### src/hw/rtl/cfa_pkg.sv
// cfa_pkg: shared constants and codes for the contiguous fit allocator
// word field widths, request function codes, result status codes and fit policy codes
// no dependencies
package cfa_pkg;

  // word field widths
  localparam int unsigned FUNC_W   = 1;
  localparam int unsigned SIZE_W   = 7;
  localparam int unsigned FBASE_W  = 6;
  localparam int unsigned ABASE_W  = 6;
  localparam int unsigned STATUS_W = 2;
  localparam int unsigned FREEC_W  = 7;

  typedef logic [STATUS_W-1:0] status_t;
  typedef logic [FUNC_W-1:0]   func_t;

  // request function codes
  localparam func_t FN_ALLOC = 1'b0;
  localparam func_t FN_FREE  = 1'b1;

  // result status codes
  localparam status_t ST_OK     = 2'd0;
  localparam status_t ST_FULL   = 2'd1;
  localparam status_t ST_NO_FIT = 2'd2;

  // fit policy
  localparam logic MODE_BEST  = 1'b0;
  localparam logic MODE_WORST = 1'b1;

endpackage

### src/hw/rtl/contiguous_fit_allocator.sv
// contiguous_fit_allocator: best/worst fit allocator over a map of used/free cells
// holds the cell map memory, the scan/mark/free sequencer and the result register
// depends on cfa_pkg
//
// One request word in, one result word out. The block works on one request at
// a time and stalls its input while busy. The cell map sits in a memory with
// one read and one write port that is visited one cell per cycle. An allocate
// that finds a fit goes through a check step, a scan over every cell and one
// position past the end, a base load step, a mark over the requested cells and
// a reply step; an allocate that ends in full, or a zero size allocate, goes
// from the check step straight to the reply step; a free visits
// min(request_size, MEM_CELLS - free_base) cells and then replies. A result
// that is not taken yet does not block acceptance of the next request. The
// map reads as all free right after reset, with no clearing pass. fit_mode may
// only be written while no request is in flight.
module contiguous_fit_allocator
  import cfa_pkg::*;
#(
  parameter int unsigned MEM_CELLS = 64
) (
  input  logic                clk,
  input  logic                rst_n,
  // configuration
  input  logic                cfg_we,
  input  logic                cfg_fit_mode,
  // request channel
  input  logic                in_valid,
  output logic                in_stall,
  input  logic [FUNC_W-1:0]   in_func,
  input  logic [SIZE_W-1:0]   in_request_size,
  input  logic [FBASE_W-1:0]  in_free_base,
  // result channel
  output logic                out_valid,
  input  logic                out_stall,
  output logic [ABASE_W-1:0]  out_alloc_base,
  output logic [STATUS_W-1:0] out_status,
  output logic [FREEC_W-1:0]  out_free_cells
);

  localparam int unsigned AW = $clog2(MEM_CELLS);
  localparam int unsigned CW = $clog2(MEM_CELLS + 1);
  localparam int unsigned SW = (CW > SIZE_W) ? CW : SIZE_W;
  localparam int unsigned PW = (CW > FBASE_W) ? CW : FBASE_W;
  localparam int unsigned FW = (CW > FREEC_W) ? CW : FREEC_W;

  // sequencer state codes
  localparam logic [2:0] S_IDLE  = 3'd0;
  localparam logic [2:0] S_CHECK = 3'd1;
  localparam logic [2:0] S_SCAN  = 3'd2;
  localparam logic [2:0] S_MARK  = 3'd3;
  localparam logic [2:0] S_FREE  = 3'd4;
  localparam logic [2:0] S_REPLY = 3'd5;

  logic [2:0]          state_r, state_nxt;
  logic                mode_r;
  logic [SIZE_W-1:0]   size_r, size_nxt;
  logic [CW-1:0]       used_r, used_nxt;
  logic [PW-1:0]       cur_r, cur_nxt;
  logic [SIZE_W-1:0]   cnt_r, cnt_nxt;
  logic [CW-1:0]       run_r, run_nxt;
  logic                found_r, found_nxt;
  logic [CW-1:0]       best_len_r, best_len_nxt;
  logic [CW-1:0]       best_end_r, best_end_nxt;
  logic [PW-1:0]       res_base_r, res_base_nxt;
  status_t             res_status_r, res_status_nxt;

  logic                out_valid_r;
  logic [ABASE_W-1:0]  out_base_r;
  status_t             out_status_r;
  logic [FREEC_W-1:0]  out_freec_r;

  // cell map memory plus per-cell written flags
  logic                map_mem [MEM_CELLS];
  logic [MEM_CELLS-1:0] wrt_r;
  logic                rd_bit_r, rd_wrt_r;
  logic                cell_used;
  logic [AW-1:0]       rd_addr, wr_addr;
  logic                wr_en, wr_data;

  logic                in_acc;
  logic                slot_free;
  logic [PW:0]         cur_inc;
  logic                last_cell;
  logic                take;
  logic [SW:0]         need_total;
  logic [SW-1:0]       base_calc;
  logic [FW-1:0]       free_calc;

  assign in_acc    = in_valid && !in_stall;
  assign in_stall  = (state_r != S_IDLE);
  assign slot_free = !out_valid_r || !out_stall;
  assign cell_used = rd_bit_r && rd_wrt_r;
  assign cur_inc   = {1'b0, cur_r} + (PW+1)'(1);
  assign last_cell = (cur_r == PW'(MEM_CELLS));

  assign need_total = (SW+1)'(used_r) + (SW+1)'(size_r);
  assign base_calc  = SW'(best_end_r) - SW'(size_r);

  // run selection: later runs win ties
  always_comb begin
    if (!found_r) begin
      take = 1'b1;
    end else if (mode_r == MODE_BEST) begin
      take = (run_r <= best_len_r);
    end else begin
      take = (run_r >= best_len_r);
    end
  end

  // read address: next cell to look at, or cell 0 when that lies outside the map
  always_comb begin
    rd_addr = '0;
    if (state_r == S_IDLE) begin
      if (in_func == FN_FREE && PW'(in_free_base) < PW'(MEM_CELLS)) begin
        rd_addr = AW'(in_free_base);
      end
    end else if (state_r == S_SCAN || state_r == S_FREE) begin
      if (cur_inc < (PW+1)'(MEM_CELLS)) begin
        rd_addr = cur_inc[AW-1:0];
      end
    end
  end

  // sequencer
  always_comb begin
    state_nxt      = state_r;
    size_nxt       = size_r;
    used_nxt       = used_r;
    cur_nxt        = cur_r;
    cnt_nxt        = cnt_r;
    run_nxt        = run_r;
    found_nxt      = found_r;
    best_len_nxt   = best_len_r;
    best_end_nxt   = best_end_r;
    res_base_nxt   = res_base_r;
    res_status_nxt = res_status_r;
    wr_en          = 1'b0;
    wr_data        = 1'b0;
    wr_addr        = cur_r[AW-1:0];
    unique case (state_r)
      S_IDLE: begin
        if (in_acc) begin
          size_nxt     = in_request_size;
          cnt_nxt      = '0;
          res_base_nxt = '0;
          if (in_func == FN_FREE) begin
            cur_nxt   = PW'(in_free_base);
            state_nxt = S_FREE;
          end else begin
            state_nxt = S_CHECK;
          end
        end
      end
      S_CHECK: begin
        cur_nxt   = '0;
        run_nxt   = '0;
        found_nxt = 1'b0;
        if (need_total > (SW+1)'(MEM_CELLS)) begin
          res_status_nxt = ST_FULL;
          state_nxt      = S_REPLY;
        end else if (size_r == '0) begin
          res_status_nxt = ST_NO_FIT;
          state_nxt      = S_REPLY;
        end else begin
          state_nxt = S_SCAN;
        end
      end
      S_SCAN: begin
        // one cell per cycle; end of memory closes a run like a used cell
        if (!last_cell && !cell_used) begin
          run_nxt = run_r + CW'(1);
        end else begin
          if (SW'(run_r) >= SW'(size_r) && take) begin
            found_nxt    = 1'b1;
            best_len_nxt = run_r;
            best_end_nxt = cur_r[CW-1:0];
          end
          run_nxt = '0;
        end
        // position stays at the end of memory for the mark step
        if (!last_cell) begin
          cur_nxt = cur_inc[PW-1:0];
        end
        if (last_cell) begin
          if (found_r || (SW'(run_r) >= SW'(size_r))) begin
            state_nxt = S_MARK;
          end else begin
            res_status_nxt = ST_NO_FIT;
            state_nxt      = S_REPLY;
          end
        end
      end
      S_MARK: begin
        // first mark cycle loads the base from the chosen run end
        if (cnt_r == '0 && cur_r == PW'(MEM_CELLS)) begin
          cur_nxt      = PW'(base_calc);
          res_base_nxt = PW'(base_calc);
        end else begin
          wr_en   = 1'b1;
          wr_data = 1'b1;
          cnt_nxt = cnt_r + SIZE_W'(1);
          cur_nxt = cur_inc[PW-1:0];
          if (cnt_r + SIZE_W'(1) == size_r) begin
            used_nxt       = CW'(need_total);
            res_status_nxt = ST_OK;
            state_nxt      = S_REPLY;
          end
        end
      end
      S_FREE: begin
        if (cnt_r == size_r || cur_r >= PW'(MEM_CELLS)) begin
          res_status_nxt = ST_OK;
          state_nxt      = S_REPLY;
        end else begin
          wr_en   = 1'b1;
          wr_data = 1'b0;
          if (cell_used) begin
            used_nxt = used_r - CW'(1);
          end
          cnt_nxt = cnt_r + SIZE_W'(1);
          cur_nxt = cur_inc[PW-1:0];
        end
      end
      S_REPLY: begin
        if (slot_free) begin
          state_nxt = S_IDLE;
        end
      end
      default: begin
        state_nxt = S_IDLE;
      end
    endcase
  end

  // the scan exit may take a run that closes at the end of memory
  // in the same cycle, so the chosen end is also updated there
  // (handled above through best_end_nxt on the last cell)

  // control registers
  always_ff @(posedge clk) begin
    if (!rst_n) begin
      state_r <= S_IDLE;
      used_r  <= '0;
      mode_r  <= MODE_BEST;
      wrt_r   <= '0;
    end else begin
      state_r <= state_nxt;
      used_r  <= used_nxt;
      if (cfg_we) begin
        mode_r <= cfg_fit_mode;
      end
      if (wr_en) begin
        wrt_r[wr_addr] <= 1'b1;
      end
    end
  end

  // working registers
  always_ff @(posedge clk) begin
    size_r       <= size_nxt;
    cur_r        <= cur_nxt;
    cnt_r        <= cnt_nxt;
    run_r        <= run_nxt;
    found_r      <= found_nxt;
    best_len_r   <= best_len_nxt;
    best_end_r   <= best_end_nxt;
    res_base_r   <= res_base_nxt;
    res_status_r <= res_status_nxt;
  end

  // cell map memory, registered read
  always_ff @(posedge clk) begin
    if (wr_en) begin
      map_mem[wr_addr] <= wr_data;
    end
    rd_bit_r <= map_mem[rd_addr];
  end

  always_ff @(posedge clk) begin
    if (!rst_n) begin
      rd_wrt_r <= 1'b0;
    end else begin
      rd_wrt_r <= wrt_r[rd_addr];
    end
  end

  // result register
  assign free_calc = FW'(MEM_CELLS) - FW'(used_r);

  always_ff @(posedge clk) begin
    if (!rst_n) begin
      out_valid_r <= 1'b0;
    end else if (state_r == S_REPLY && slot_free) begin
      out_valid_r <= 1'b1;
    end else if (!out_stall) begin
      out_valid_r <= 1'b0;
    end
  end

  always_ff @(posedge clk) begin
    if (state_r == S_REPLY && slot_free) begin
      out_base_r   <= res_base_r[ABASE_W-1:0];
      out_status_r <= res_status_r;
      out_freec_r  <= free_calc[FREEC_W-1:0];
    end
  end

  assign out_valid      = out_valid_r;
  assign out_alloc_base = out_base_r;
  assign out_status     = out_status_r;
  assign out_free_cells = out_freec_r;

  // checks
  a_used_bound: assert property (@(posedge clk) disable iff (!rst_n)
    used_r <= CW'(MEM_CELLS))
    else $error("used cell count beyond memory size");

  a_rise_from_reply: assert property (@(posedge clk) disable iff (!rst_n)
    $rose(out_valid_r) |-> $past(state_r) == S_REPLY)
    else $error("result word without a reply cycle");

  a_fail_base_zero: assert property (@(posedge clk) disable iff (!rst_n)
    out_valid_r && out_status_r != ST_OK |-> out_base_r == '0)
    else $error("failed allocate reports a nonzero base");

  a_run_bound: assert property (@(posedge clk) disable iff (!rst_n)
    state_r == S_SCAN |-> PW'(run_r) <= cur_r)
    else $error("free run longer than cells scanned");

  a_mark_in_map: assert property (@(posedge clk) disable iff (!rst_n)
    state_r == S_MARK && wr_en |-> cur_r < PW'(MEM_CELLS))
    else $error("mark outside map");

endmodule

### config.mk
export PLATFORM = sky130hd
export DESIGN_NAME = contiguous_fit_allocator
export DESIGN_NICKNAME = d
export VERILOG_FILES = /design/src/hw/rtl/cfa_pkg.sv /design/src/hw/rtl/contiguous_fit_allocator.sv
export SDC_FILE = /design/constraint.sdc
export NUM_CORES = 1
export LEC_CHECK = 0
export BUFFER_PORTS_ARGS = -buffer_cell sky130_fd_sc_hd__buf_2
export CAP_MARGIN = 20
export CORE_ASPECT_RATIO = 1.75
export CORE_MARGIN = 2
export CORE_UTILIZATION = 45
export CTS_BUF_LIST = sky130_fd_sc_hd__clkbuf_8
export DETAILED_ROUTE_END_ITERATION = 6
export PLACE_DENSITY = 0.68
export SLEW_MARGIN = 10
export SYNTH_ARGS = -nofsm -noshare
export SYNTH_HDL_FRONTEND = slang
export SYNTH_SLANG_ARGS = --single-unit
### constraint.sdc
create_clock -name clk -period 3.2 [get_ports clk]
set_input_delay 0.64 -clock clk [delete_from_list [all_inputs] [get_ports clk]]
set_output_delay 0.64 -clock clk [all_outputs]
set_load 0.03 [all_outputs]
Word-level counts from Yosys, hierarchy flattened:

Memories as Yosys holds them, arrays and structs flattened. A register that Yosys moved wholly into a read port is not among the register bits.
Index checks and enable logic that the tools add are counted.

* output and inout bits: 17
* input port bits: 20
* memories: 1
* logic and storage cells: 155
* RAM bits: 64
* register bits after elaboration: 143

Memory list
* map_mem: depth 64, bits a word 1, read ports 1, clocked after Yosys merged registers in 1, wr ports 1, line contiguous_fit_allocator.sv:73 `logic map_mem [MEM_CELLS];`

* eq/ne operators: 24
* magnitude comparators: 9
* $add $sub $neg: 7
* mux-type cells: 59
* bitwise gates (word level): 2
* reductions and logical operators: 35

Operator list (count)
* $mux W7: 13
* $or A64 B64 Y64: 1
* $pmux W7 S5: 1
* $mux W3: 10
* $mux W6: 5
* $pmux W7 S2: 2
* $ne A2 B2 Y1 const B: 12
* $pmux W7 S3: 1
* $pmux W3 S6: 1
* $add A7 B1 Y7 const B: 2
* $eq A7 B7 Y1: 2
* $ge A7 B7 Y1: 2
* $logic_not A7 Y1: 2
* $lt A6 B7 Y1 const B: 2
* $mux W2: 7
* $mux W1: 13
* $pmux W6 S2: 1
* $reduce_and A5 Y1: 2
* $reduce_and A3 Y1: 3
* $add A7 B1 Y8 const B: 1
* $add A7 B7 Y8: 1
* $gt A8 B7 Y1 const B: 1
* $lt A8 B7 Y1 const B: 1
* $pmux W2 S4: 1
* other kinds (28): 49

Logic depth before layout (Yosys ltp):

Gate-level depths: netlist of run 1.

* depth in word-level cells: 7
* gate-level depth with buffers: 13
* depth with buffers taken out: 12

Worst setup path after synthesis of run 1:

Ideal clock, no wire load.

* kind: reg2reg
* from: register cur_r[0]
* to: register cur_r[0], data pin
* cell stages (with the launch flop): 9
* data required time: 3.035 ns
* period minus slack after synthesis: 3.258 ns
* path slack: -0.058 ns
* setup time: 0.165 ns
* arrival time: 3.092 ns
* buffers on the path: 1
* cell sequence: edfxtp_1 -> buf_2 -> inv_1 -> ha_1 -> nand3b_1 -> nor4_4 -> nor2_1 -> nor2_1 -> o221ai_1

* cells in the longest elaborated chain, start to end: 4
* elaborated cells on any way between the ends: 7
* those cells by class: 1 x add/sub; 1 x eq/ne; 4 x mux; 1 x reduce/logical

Ends and longest elaborated chain
* start, declared: line contiguous_fit_allocator.sv:58 `logic [PW-1:0] cur_r, cur_nxt;`
* start signal, assigned: line contiguous_fit_allocator.sv:261 `cur_r <= cur_nxt;`
* parallel branches: the longest is 3 deep, another holds $add A7 B1 Y8
* $pmux W7 S5 *: line contiguous_fit_allocator.sv:140 `unique case (state_r)`
* net cur_nxt[0]: line contiguous_fit_allocator.sv:58

Mark *: on every way through the listed nets, which the timed path passes. The select of a mux whose other input is x is not followed.
A chain may end at the register's enable or synchronous reset.

Final worst setup path of run 1:

* from: register size_r[1]
* to: register res_status_r[1], enable pin

* cells in the longest elaborated chain, start to end: 4
* elaborated cells on any way between the ends: 13
* those cells by class: 1 x add/sub; 2 x order compare; 6 x eq/ne; 4 x reduce/logical

Ends and longest elaborated chain
* start, declared: line contiguous_fit_allocator.sv:56 `logic [SIZE_W-1:0] size_r, size_nxt;`
* start signal, assigned: line contiguous_fit_allocator.sv:260 `size_r <= size_nxt;`
* $add A7 B7 Y8, or another cell as far along: line contiguous_fit_allocator.sv:96 `assign need_total = (SW+1)'(used_r) + (SW+1)'(size_r);`
* $gt A8 B7 Y1, or another cell as far along: line contiguous_fit_allocator.sv:158 `if (need_total > (SW+1)'(MEM_CELLS)) begin`
* $ne A3 B3 Y1 (no source line), or another cell as far along
* $reduce_and A7 Y1 (no source line) *
* end signal, assigned: line contiguous_fit_allocator.sv:268 `res_status_r <= res_status_nxt;`
* end, declared: line contiguous_fit_allocator.sv:65 `status_t res_status_r, res_status_nxt;`

Every way passes the cells marked *; elsewhere a longest branch is shown, timed or not.

==> impl_metrics.env, run 1 <==
export IMPL_synth_simple_area_share_pct=14.6
export IMPL_ant_nets=0
export IMPL_path_common_cell="o21ai_0"
export IMPL_synth_top_family_by_area="simple AND/OR/NAND/NOR gates"
export IMPL_viasPerCell=5.46
export IMPL_grt_start_max_net_pins=49
export IMPL_postLayoutCellArea_mm2=0.0117
export IMPL_synth_xor_xnor_area_share_pct=3.58
export IMPL_numCtsBuffers=30
export IMPL_rsz0062_at_grt="false"
export IMPL_worstPathRequired_ns=3.55
export IMPL_antennaDiodeCount=0
export IMPL_clock_latency_ns=0.59
export IMPL_drive_gt1_share_pct=17.5
export IMPL_holdCritStartpoint="in_request_size[1]"
export IMPL_drv_slew=0
export IMPL_dp_hpwl_mm=18.6
export IMPL_grt_pass1_wl_mm=39.6
export IMPL_maxSlewHeadroom_pct=42.7
export IMPL_path_max_fanout=3
export IMPL_grt_overflow=0
export IMPL_ys_seq_elements=208
export IMPL_instances_no_fill=1332
export IMPL_initial_core_util_pct=45.6
export IMPL_dpl_cell_area_mm2=0.0111
export IMPL_totalWireLength_mm=25.2
export IMPL_worst_setup_path_start_kind="flip-flop"
export IMPL_synthTopCellsByArea="edfxtp_1 (38%), dfxtp_1 (15%), mux2i_1 (8.3%), nor2_1 (6.5%), ha_1 (4.0%)"
export IMPL_track_usage_pct=21.1
export IMPL_grt_pass1_vias=7488
export IMPL_yosysSeqAreaShare_pct=53.2
export IMPL_tns_ns=0
export IMPL_num_io_pins=37
export IMPL_ys_async_sr_fraction_pct=0
export IMPL_synth_top_area_share_pct=38.0
export IMPL_path_cells="ha_1, a21o_1, a21oi_1, o21ai_0, a211oi_1, o21ai_0, a311oi_2, buf_4, nor4b_4, nor3_1, o31a_1"
export IMPL_htreeDepth=1
export IMPL_fin_crit_sh_pct=93.1
export IMPL_startpoint="size_r[1]$_DFFE_PP_"
export IMPL_place_ws_ns=0.130
export IMPL_cts_root_buf="clkbuf_8"
export IMPL_hold_viol=0
export IMPL_num_vias=7271
export IMPL_yosys_most_used_dff="edfxtp_1"
export IMPL_worstPathArrival_ns=3.33
export IMPL_p_leak_nw=4.58
export IMPL_path_buf_inv=1
export IMPL_placementRows=73
export IMPL_io_buffers=36
export IMPL_path_class="flip-flop to flip-flop"
export IMPL_yosys_warnings=0
export IMPL_synthMuxAreaShare_pct=9.08
export IMPL_drc=0
export IMPL_synth_area_mm2=0.0103
export IMPL_cts_path_max_buffers=3
export IMPL_worst_pin_slew_ns=0.859
export IMPL_firstDrtPassIters=5
export IMPL_die_y_um=204
export IMPL_place_inst=1273
export IMPL_synth_compound_area_share_pct=11.2
export IMPL_cts_tree="yes"
export IMPL_coreArea_mm2=0.0226
export IMPL_syn_nets=976
export IMPL_ys_types=81
export IMPL_syn_inst=921
export IMPL_antenna_found_initial=0
export IMPL_clock_sinks=208
export IMPL_ir_drop_mv=0.289
export IMPL_p_per_area_mw_per_mm2=763
export IMPL_finalSetupViolations=0
export IMPL_clk_pin_slew_ns=0.07
export IMPL_wire_per_inst_um=18.9
export IMPL_finClkSkew_ns=0.0200
export IMPL_final_nets=1064
export IMPL_die_width_um=118
export IMPL_synth_edff_count=130
export IMPL_cts_hold_buf=0
export IMPL_post_synth_fa_ha_maj_area_fraction_pct=4.41
export IMPL_min_period_ns=2.98
export IMPL_status="finished, final reports clean"
export IMPL_drv_cap=0
export IMPL_dieArea_mm2=0.0241
export IMPL_final_common_cell="nor2_1"
export IMPL_final_cell_mix="nor2_1 (176), edfxtp_1 (130), mux2i_1 (85), dfxtp_1 (77), buf_4 (59)"
export IMPL_avgSynthCellArea_um2=11.2
export IMPL_synth_largest_area_cell="edfxtp_1"
export IMPL_worst_r2r_startpoint="size_r[1]$_DFFE_PP_"
export IMPL_cp_end_kind="flip-flop"
export IMPL_area_delta_synth_final_pct=14.2
export IMPL_cpPeakStageDelay_ns=0.42
export IMPL_slowest_stage="edfxtp_1"
export IMPL_gp_congestion=0.910
export IMPL_fin_ws_ns=0.220
export IMPL_fmax_mhz=336
export IMPL_critPathTopFamily="compound AO/OA/AOI/OAI gates"
export IMPL_hold_path_class="input port to flip-flop"
export IMPL_drtIter0Drc=452
## worst paths after layout
| check | slack (ns) | endpoint | cells past startpoint |
|---|---|---|---|
| worst min-delay path | 0.23 | size_r[1]$_DFFE_PP_ | 1 |
| worst max-delay path | 0.22 | res_status_r[1]$_DFFE_PP_ | 11 |
| worst min register to register | 0.43 | out_alloc_base[4]$_DFFE_PP_ | 0 |
| worst max register to register | 0.22 | res_status_r[1]$_DFFE_PP_ | 11 |
## state kept, by name, summed over array words and instances, names as in the netlist, 2 cells and up
register        count
used_r              7
map_mem            64
best_end_r          7
cur_r               7
out_status          2
best_len_r          7
state_r             3
out_alloc_base      6
res_base_r          6
cnt_r               7
run_r               7
out_free_cells      7
wrt_r              64
res_status_r        2
size_r              7
## cell usage after synthesis (5+ instances only)
cell / n
a211oi_1: 15
a21o_1: 6
a21oi_1: 20
a22oi_1: 5
and2_1: 6
and3_1: 5
buf_2: 11
buf_4: 10
buf_6: 8
clkbuf_1: 13
dfxtp_1: 78
edfxtp_1: 130
ha_1: 33
inv_1: 35
mux2i_1: 85
nand2_1: 40
nand2b_1: 6
nand3_1: 15
nand3b_1: 5
nor2_1: 177
nor2b_1: 11
nor3_1: 11
o21a_1: 42
o21ai_0: 14
or3_1: 5
xnor2_1: 24
xor2_1: 18
## kinds of logic (layout without fill, tap and decap cells)
kind of cell / after synthesis / after routing
and+or+nand+nor: 314 / 314
DFF: 208 / 208
AOI/OAI and AO/OA: 152 / 152
muxes: 91 / 91
buffers and inverters: 79 / 190
xor gates and xnor gates: 42 / 42
adders and majority gates: 35 / 35
## metal layers
| metal | routed length (um) | share of wire, % | global-route usage [%] |
|---|---|---|---|
| met3 | 875 | 3.5 | 2.76 |
| met4 | 1730 | 6.9 | 14.5 |
| met5 | 0 | 0 | 0 |
| met2 | 13700 | 54 | 40.4 |
| met1 | 8900 | 35 | 20.8 |
## timing repair
action / CTS / global route
setup endpoints to repair: 0 / 5
gates resized for setup: 0 / 7
buffers inserted: 0 / 3
endpoints found under the hold margin: 0 / 0
## where the power goes
| part | leakage, nW | switching, mW | total, mW | internal [mW] |
|---|---|---|---|---|
| clock | 0.365 | 1.01 | 2.16 | 1.15 |
| sequential | 1.76 | 0.256 | 3.46 | 3.20 |
| combinational | 2.46 | 1.97 | 3.33 | 1.35 |
| total | 4.58 | 3.24 | 8.95 | 5.70 |
## worst reg2reg max path, cell delays in order (launching register included)
cell,delay (ns)
edfxtp_1,0.42
ha_1,0.31
a21o_1,0.16
a21oi_1,0.25
o21ai_0,0.13
a211oi_1,0.32
o21ai_0,0.15
a311oi_2,0.29
buf_4,0.17
nor4b_4,0.20
nor3_1,0.07
o31a_1,0.28
## cell type report
type	instances	area [um2]
Sequential cell	208	5470
Timing Repair Buffer	99	688
Tap cell	300	375
Fill cell	2039	10800
Clock buffer	38	523
Clock inverter	17	101
Inverter	36	135
Multi-Input combinational cell	634	4450
## through the flow
step | hold slack, ns | total power [mW] | util [%]
floorplan | 0.400 | 5.78 | -
CTS | 0.186 | 8.96 | 51.8
global route | 0.193 | 9.41 | 52.0
detailed placement | 0.406 | 6.76 | 49.0
finish | 0.227 | 8.95 | 52.0
global placement | 0.401 | 6.72 | 49.0
No activity file was read; power rests on OpenSTA's default activity.
==> run 2: changes to the inputs <==
MAX_ROUTING_LAYER = met4   (was default)
==> impl_metrics.env, run 2 (same netlist as run 1, synthesis figures left out) <==
export IMPL_status="finished, final reports clean"
export IMPL_area_delta_synth_final_pct=14.2
export IMPL_initial_core_util_pct=45.6
export IMPL_busiest_layer="met2"
export IMPL_ir_drop_mv=0.290
export IMPL_use_met3_pct=2.82
export IMPL_ant_nets=0
export IMPL_grt_overflow=0
export IMPL_rsz0062_at_grt="false"
export IMPL_grt_pass1_vias=7488
export IMPL_worst_r2r_startpoint="size_r[1]$_DFFE_PP_"
export IMPL_finalSetupViolations=0
export IMPL_worst_pin_slew_ns=0.869
export IMPL_drv_cap=0
export IMPL_final_nets=1064
export IMPL_seqCellArea_mm2=0.00547
export IMPL_coreArea_mm2=0.0226
export IMPL_p_leak_nw=4.58
export IMPL_fin_crit_sh_pct=93.7
export IMPL_hold_end="size_r[1]$_DFFE_PP_"
export IMPL_placementRows=73
export IMPL_dieArea_mm2=0.0241
export IMPL_num_io_pins=37
export IMPL_multi_input_area_mm2=0.00445
export IMPL_grt_start_max_net_pins=49
export IMPL_hold_slack_ns=0.224
export IMPL_grt_pass1_wl_mm=39.6
export IMPL_top_regs="map_mem (64), wrt_r (64)"
export IMPL_fmax_mhz=333
export IMPL_die_width_um=118
export IMPL_antenna_found_initial=0
export IMPL_finClkSkew_ns=0.0219
export IMPL_io_buffers=36
export IMPL_totalPowerFinal_mw=8.95
export IMPL_die_y_um=204
export IMPL_cts_root_buf="clkbuf_8"
export IMPL_numCtsBuffers=30
export IMPL_clk_pin_slew_ns=0.07
export IMPL_drv_slew=0
export IMPL_whs_path_depth=1
export IMPL_drive_gt1_share_pct=17.5
export IMPL_dpl_cell_area_mm2=0.0111
export IMPL_totalWireLength_mm=25.2
export IMPL_clock_sinks=208
export IMPL_cts_path_max_buffers=3
export IMPL_min_period_ns=3.00
export IMPL_track_usage_pct=21.8
export IMPL_postLayoutCellArea_mm2=0.0117
export IMPL_holdCritStartpoint="in_request_size[1]"
export IMPL_cts_tree="yes"
export IMPL_reg2reg_slack_ns=0.20
export IMPL_gp_congestion=0.928
export IMPL_drc=0
export IMPL_cts_hold_buf=0
export IMPL_p_per_area_mw_per_mm2=763
export IMPL_htreeDepth=1
export IMPL_final_cell_mix="nor2_1 (176), edfxtp_1 (130), mux2i_1 (85), dfxtp_1 (77), buf_4 (59)"
export IMPL_final_fill_count=2041
export IMPL_cp_end_kind="flip-flop"
export IMPL_wire_per_inst_um=18.9
export IMPL_maxSlewHeadroom_pct=42.1
export IMPL_dp_hpwl_mm=18.6
export IMPL_firstDrtPassIters=6
export IMPL_rr_endpoint="res_status_r[1]$_DFFE_PP_"
export IMPL_final_common_cell="nor2_1"
export IMPL_viasPerCell=5.51
export IMPL_path_class="flip-flop to flip-flop"
export IMPL_antennaDiodeCount=0
export IMPL_path_max_fanout=3
export IMPL_worst_setup_path_start_kind="flip-flop"
export IMPL_reg2reg_depth=11
export IMPL_tns_ns=0
export IMPL_globalRouteMet2Util_pct=40.5
export IMPL_hold_viol=0
export IMPL_clock_latency_ns=0.59
export IMPL_hold_path_class="input port to flip-flop"
export IMPL_num_vias=7334
export IMPL_use_met1_pct=20.7
export IMPL_worstPathArrival_ns=3.35
export IMPL_final_util_pct=52.0
export IMPL_drtIter0Drc=470
export IMPL_worstPathRequired_ns=3.55
-- run 2: cell counts in the layout (fill, tap and decap cells not counted) --
Identical to the previous run, type by type.
-- run 2: per-stage QoR --
step | instances | worst slack [ns]
after global placement | 1273 | 0.226
after CTS | 1328 | 0.114
after floorplan | 921 | 0.303
after detailed placement | 1273 | 0.130
final | 1332 | 0.201
after global routing | 1332 | 0.00515
-- run 2: layout make-up --
cell class	count	share of cell area, %
clock buffer	38	4.46
clock inverter	17	0.864
multi-input combinational	634	37.9
tap	300	3.20
sequential	208	46.6
timing repair buffer	99	5.86
inverter	36	1.15
-- run 2: report_power, final --
part | internal, mW | leakage (nW) | switching, mW
clock | 1.15 | 0.365 | 1.02
sequential | 3.20 | 1.76 | 0.254
combinational | 1.35 | 2.46 | 1.98
-- run 2: per-layer routing --
| layer | routed length [um] | share of wire, % |
|---|---|---|
| met1 | 8790 | 35 |
| met2 | 13800 | 55 |
| met3 | 995 | 3.9 |
| met4 | 1690 | 6.7 |
| met5 | 0 | 0 |
-- run 2: what timing repair did --
action / CTS / global route
setup endpoints to repair: 0 / 5
buffers inserted: 0 / 3
gates resized for setup: 0 / 7
-- run 2: critical path, cell delays in order (launching register included) --
cell and delay, ns:
edfxtp_1 0.43, ha_1 0.31, a21o_1 0.17, a21oi_1 0.25, o21ai_0 0.13, a211oi_1 0.32, o21ai_0 0.15, a311oi_2 0.29
buf_4 0.17, nor4b_4 0.20, nor3_1 0.07, o31a_1 0.28
-- run 2: worst max-delay path by stage --
stage	endpoint	start	depth (start not counted)
after detailed placement	res_status_r[1]$_DFFE_PP_	used_r[0]$_SDFFE_PN0P_	13
after CTS	res_status_r[1]$_DFFE_PP_	used_r[0]$_SDFFE_PN0P_	13
after floorplan	res_status_r[0]$_DFFE_PP_	size_r[0]$_DFFE_PP_	12
after global placement	res_status_r[0]$_DFFE_PP_	used_r[0]$_SDFFE_PN0P_	13
final	res_status_r[1]$_DFFE_PP_	size_r[1]$_DFFE_PP_	11
after global routing	state_r[0]$_SDFFE_PN0P_	size_r[0]$_DFFE_PP_	14
